File: src/rtl/crti_div.sv
// ----------------------------------------------------------------------------
// crti_div
// pipelined restoring divider, quotient bits split evenly over the stages, num >= 0, den > 0
// ----------------------------------------------------------------------------
module crti_div (
  input  logic        clk,
  input  logic        en,
  input  logic [19:0] num,
  input  logic [9:0]  den,
  output logic [19:0] quo_r
);
  localparam int NW = 20;
  localparam int ST = 5;
  localparam int BPS = NW / ST;

  logic [NW-1:0] q_r   [ST];
  logic [NW-1:0] rem_r [ST];
  logic [9:0]    den_r [ST];

  always_ff @(posedge clk) begin
    if (en) begin
      for (int s = 0; s < ST; s++) begin
        logic [NW-1:0] q;
        logic [NW:0]   rm;
        logic [NW-1:0] dn;
        if (s == 0) begin
          q  = num;
          rm = '0;
          dn = NW'(den);
        end else begin
          q  = q_r[s-1];
          rm = {1'b0, rem_r[s-1]};
          dn = NW'(den_r[s-1]);
        end
        for (int b = 0; b < BPS; b++) begin
          rm = {rm[NW-1:0], q[NW-1]};
          q  = {q[NW-2:0], 1'b0};
          if (rm >= {1'b0, dn}) begin
            rm   = rm - {1'b0, dn};
            q[0] = 1'b1;
          end
        end
        q_r[s]   <= q;
        rem_r[s] <= rm[NW-1:0];
        den_r[s] <= dn[9:0];
      end
    end
  end

  assign quo_r = q_r[ST-1];

endmodule
File: config.mk
export PLATFORM = sky130hd
export DESIGN_NAME = crti_div
export DESIGN_NICKNAME = d
export VERILOG_FILES = /design/src/rtl/crti_div.sv
export SDC_FILE = /design/constraint.sdc
export NUM_CORES = 1
export LEC_CHECK = 0
export BUFFER_PORTS_ARGS = -buffer_cell sky130_fd_sc_hd__buf_2
export CORE_UTILIZATION = 50
export DETAILED_ROUTE_END_ITERATION = 7
export PLACE_DENSITY = 0.69
export SETUP_SLACK_MARGIN = 0.02
export SLEW_MARGIN = 10
export SYNTH_ARGS = -nofsm -noshare
export SYNTH_HDL_FRONTEND = slang
export SYNTH_SLANG_ARGS = --single-unit
File: constraint.sdc
create_clock -name clk -period 23.9 [get_ports clk]
set_input_delay 1.195 -clock clk [delete_from_list [all_inputs] [get_ports clk]]
set_output_delay 1.195 -clock clk [all_outputs]
set_load 0.05 [all_outputs]
Yosys cells after proc, flatten, opt, wreduce, memory -nomap -nowiden

Memory sizes are Yosys's and may differ from the RTL's.
Index checks and enable logic that the tools add are counted.

Memories: 3
Bits in latches: 0
RAM bits: 250
Bits in registers: 0
Input port bits: 32
Word-level logic and storage cells: 140
Memory bits (read-only): 0

Memory list:

| memory | depth | width | read ports | clocked after memory_dff | wr ports | RTL line | RTL |
|---|---|---|---|---|---|---|---|
| q_r    | 5     | 20    | 5          | 0                        | 5        | 16       | `logic [NW-1:0] q_r [ST];` |
| rem_r  | 5     | 20    | 4          | 0                        | 5        | 17       | `logic [NW-1:0] rem_r [ST];` |
| den_r  | 5     | 10    | 4          | 0                        | 5        | 18       | `logic [9:0] den_r [ST];` |

Multiplexer cells: 97
Shift-type cells: 0
Multiply operators: 0
Add/sub/neg operators: 20
Div/mod/pow operators: 0
Bitwise logic cells: 0
Equality and inequality tests: 0
Reduce and logical (&&, ||, !) cells: 0
Magnitude comparators: 20

Operators by type and width:

| cell                                                           | count |
|---|---|
| 20-bit two-way mux                                             | 55 |
| 21-bit by 20-bit greater-or-equal comparator with 1-bit output | 20 |
| 20-bit subtractor                                              | 20 |
| 1-bit two-way mux                                              | 42 |

Logic depth before layout (Yosys ltp)

An unclocked memory read counts as a cell.

Depth in word-level cells: 14
Gate-level depth with buffers: 59
Gate-level depth less buffers: 55

Worst setup path after synthesis

No wires, ideal clock.

Path type: input to register
From: input den[4]
To: memory rem_r[0][2], data pin
Setup slack: 13.201 ns
Library setup time: 0.270 ns
Cell stages on the path: 53
Arrival: 10.429 ns
Cell sequence: nor3_1 > nand3_1 > nor3_1 > and2_1 > a21oi_1 > a21oi_1 > ha_1 > nor2b_1 > o21ai_0 > a21oi_1 > o21ai_0 > a21oi_1 > o21ai_0 > a21o_1 > and3b_1 > and2_1 > clkbuf_1 > inv_1 > [17 not listed] > inv_1 > ha_1 > nor2b_1 > o21ai_0 > nand2b_1 > a21o_1 > a21o_1 > a21o_1 > a21o_1 > a21o_1 > a21o_1 > a21oi_1 > o211ai_1 > or3_1 > clkbuf_1 > clkbuf_1 > nor2_1 > a21oi_1

RTL lines:

| element            | RTL line | RTL |
|---|---|---|
| start: declaration | 9        | `input logic [9:0] den,` |
| end: declaration   | 17       |  |

==> summary.md <==
| Metric | Value |
|---|---|
| Worst reg2reg path depth | 46 |
| Final WL | 60920 um |
| Vias in the first global route | 19400 |
| Sequential fraction of the synthesis area | 0.2940 |
| Gr ovfl total | 0 |
| Async set or reset register ratio after synthesis | 0 |
| Die Wd | 214.0 um |
| Post-DP HPWL | 48680 um |
| Mapped Area | 0.02247 mm^2 |
| Max Clock Freq | 0.07301 GHz |
| Sink Count | 220 |
| Setup TNS | 0 ps |
| Most frequent cells after synthesis | 262 x nand2_1, 220 x edfxtp_1, 201 x nor2_1 |
| Met3 GRT Util | 0.02317 |
| Routability Congestion | 0.9433 |
| P&R area growth vs syn | 6.603% |
| GR Util met1 | 0.3128 |
| Post-synth EDFFs | 220 |
| Via density | 6.129 |
| Final slew viol count | 0 |
| Starting Density | 0.5071 |
| Mapped Cells | 2634 |
| H-tree Lvls | 1 |
| ANT nets after route | 0 |
| Outcome | complete, no violations |
| Slowest cell on the critical path | and3_1 |
| Filler cells | 4170 |
| Top cell by count, worst path | a21oi_1 |
| Worst Hold Slack | 402.8 ps |
| FF+latch area | 0.006606 mm^2 |
| Clock period minus worst slack | 13700 ps |
| Max stage delay on crit path | 830 ps |
| Largest net degree at the start of global routing | 84 |
| Synth area leaders | edfxtp_1 29%, ha_1 11%, xnor2_1 5.1% |
| CTS buffer count | 27 |
| Layout cells sized above 1 | 0.07275 |
| # nets final | 2875 |
| I/O pin count | 52 |
| Register bit total from synthesis | 220 |
| Syn Area/Cell | 8.532 um^2 |
| Fin util | 0.5406 |
| Hold Vio Cnt, Final | 0 |
| DRT Pass-1 Iters | 5 |
| First-pass GRT wire length | 98280 um |
| Clock-pin transition on the worst setup and hold timing paths | 60 ps |
| Die area | 0.04580 mm^2 |
| Die Y | 214.0 um |
| Count of cell types in the netlist | 98 |
| Tightest Pin Transition | 1047 ps |
| CTS Hold Bufs | 0 |
| Routed WL per cell | 18.77 um |
| Worst-skew pair later-pin latency | 550 ps |
| Worst path arrival time | 14050 ps |
| Share of Yosys cell area claimed by the top area cell type | 0.2940 |
| Antenna violations before repair | 0 |
| Worst rel slew slack | 0.2958 |
| Setup Skew | 19.12 ps |
| Setup bufs post-CTS | 0 |
| Clk root buf | clkbuf_16 |
| CP max FO | 28 |
| CTS tree | built |
| Final period util | 0.5731 |
| Startpoint Class | flip-flop |
| DRC errors left | 0 |
| Top-count cell post-synth | nand2_1 |
| Met2 Use GR | 0.4885 |
| Worst Path Required | 24250 ps |
| GRT busiest layer | met2 |
| CTS max path bufs | 3 |
| DR vias | 19890 |
| Kind of critical path | flip-flop to flip-flop |
| Most used DFF post-synth | edfxtp_1 |
| Hold path depth | 0 |
| Total GRT Usage | 0.2619 |
| Min-delay worst type | flip-flop to flip-flop |
| Max Cap Viol | 0 |
| First DRT Iteration DRCs | 1425 |
| Critical path endpoint category | flip-flop |
| Largest area contributor in the netlist | edfxtp_1 |
| Syn_nets | 2876 |
| Area occupied by multi-input gates | 0.01471 mm^2 |
| Post-cts resize count | 0 |
| Count of final setup violators | 0 |
| Buffers on Ports | 51 |
| Row count | 77 |
| RSZ-0062 raised after global routing | false |
| Diodes inserted | 0 |
| Core area | 0.04432 mm^2 |
| Syn. warnings | 0 |
## area by class of cell
cell class | count | area share
inverter | 182 | 0.02852
multi-input combinational | 2145 | 0.6139
clock inverter | 21 | 0.009610
timing repair buffer | 57 | 0.01295
tap | 592 | 0.03092
sequential | 220 | 0.2758
clock buffer | 28 | 0.02836
## registers in the layout (all words and copies together), names as in the netlist
signal,count
den_r,40
q_r,100
rem_r,80
## kinds of logic after synthesis
logic type / Yosys count / share of synthesized area
AND/OR/NAND/NOR: 923 / 0.2079
AO/OA/AOI/OAI: 767 / 0.2233
buffers and inverters: 269 / 0.05161
flip-flops: 220 / 0.2940
adder cells (fa/ha/maj): 210 / 0.1229
XOR/XNOR: 191 / 0.07444
multiplexers: 54 / 0.02589
## per-stage QoR
step / cells / setup WS [ps] / instance area, um^2
global route: 3245 / 8905 / 23960
finish: 3245 / 10200 / 23960
floorplan: 2634 / 13200 / 22470
CTS: 3245 / 10300 / 23960
global placement: 3196 / 10600 / 23050
detailed placement: 3196 / 10330 / 23050
## final timing paths
check | end | slack [ps] | start
hold / removal | q_r[0][75]$_DFFE_PP_ | 400 | q_r[0][51]$_DFFE_PP_
setup reg to reg | rem_r[0][55]$_DFFE_PP_ | 10200 | den_r[0][11]$_DFFE_PP_
setup / recovery | rem_r[0][55]$_DFFE_PP_ | 10200 | den_r[0][11]$_DFFE_PP_
hold reg to reg | q_r[0][75]$_DFFE_PP_ | 400 | q_r[0][51]$_DFFE_PP_
## cells in the final DEF, fill, tap and decap left out, drive strengths merged, types with 28 or more instances in the layout
cell,instances
clkbuf,28
nor2,201
ha,192
o21a,35
nor2b,35
o21ai,181
edfxtp,220
a211oi,28
nand2b,38
nor4,28
a21oi,196
xor2,59
mux2,33
nand4,34
and2,30
a21o,64
a31oi,31
o31ai,35
nand2,264
buf,57
xnor2,132
nor3,75
inv,189
nand3,81
## metal layers
layer,part of all wire,vias to the layer above
met5,0,-
met1,0.41,9518
met3,0.036,127
li1,-,9750
met2,0.52,495
met4,0.034,0
## worst max-delay path: cells and delay by family, from the launching register on
kind,cells,cell delay (ps)
adders and majority gates,4,1200
DFF,1,520
and+or+nand+nor,11,3910
muxes,1,390
AOI/OAI and AO/OA,23,5810
buffers and inverters,6,1380
xor gates and xnor gates,1,270
Power is left out: the tool's default activity adds up to more than one toggle a clock period on the data nets, which glitch-free logic cannot reach.
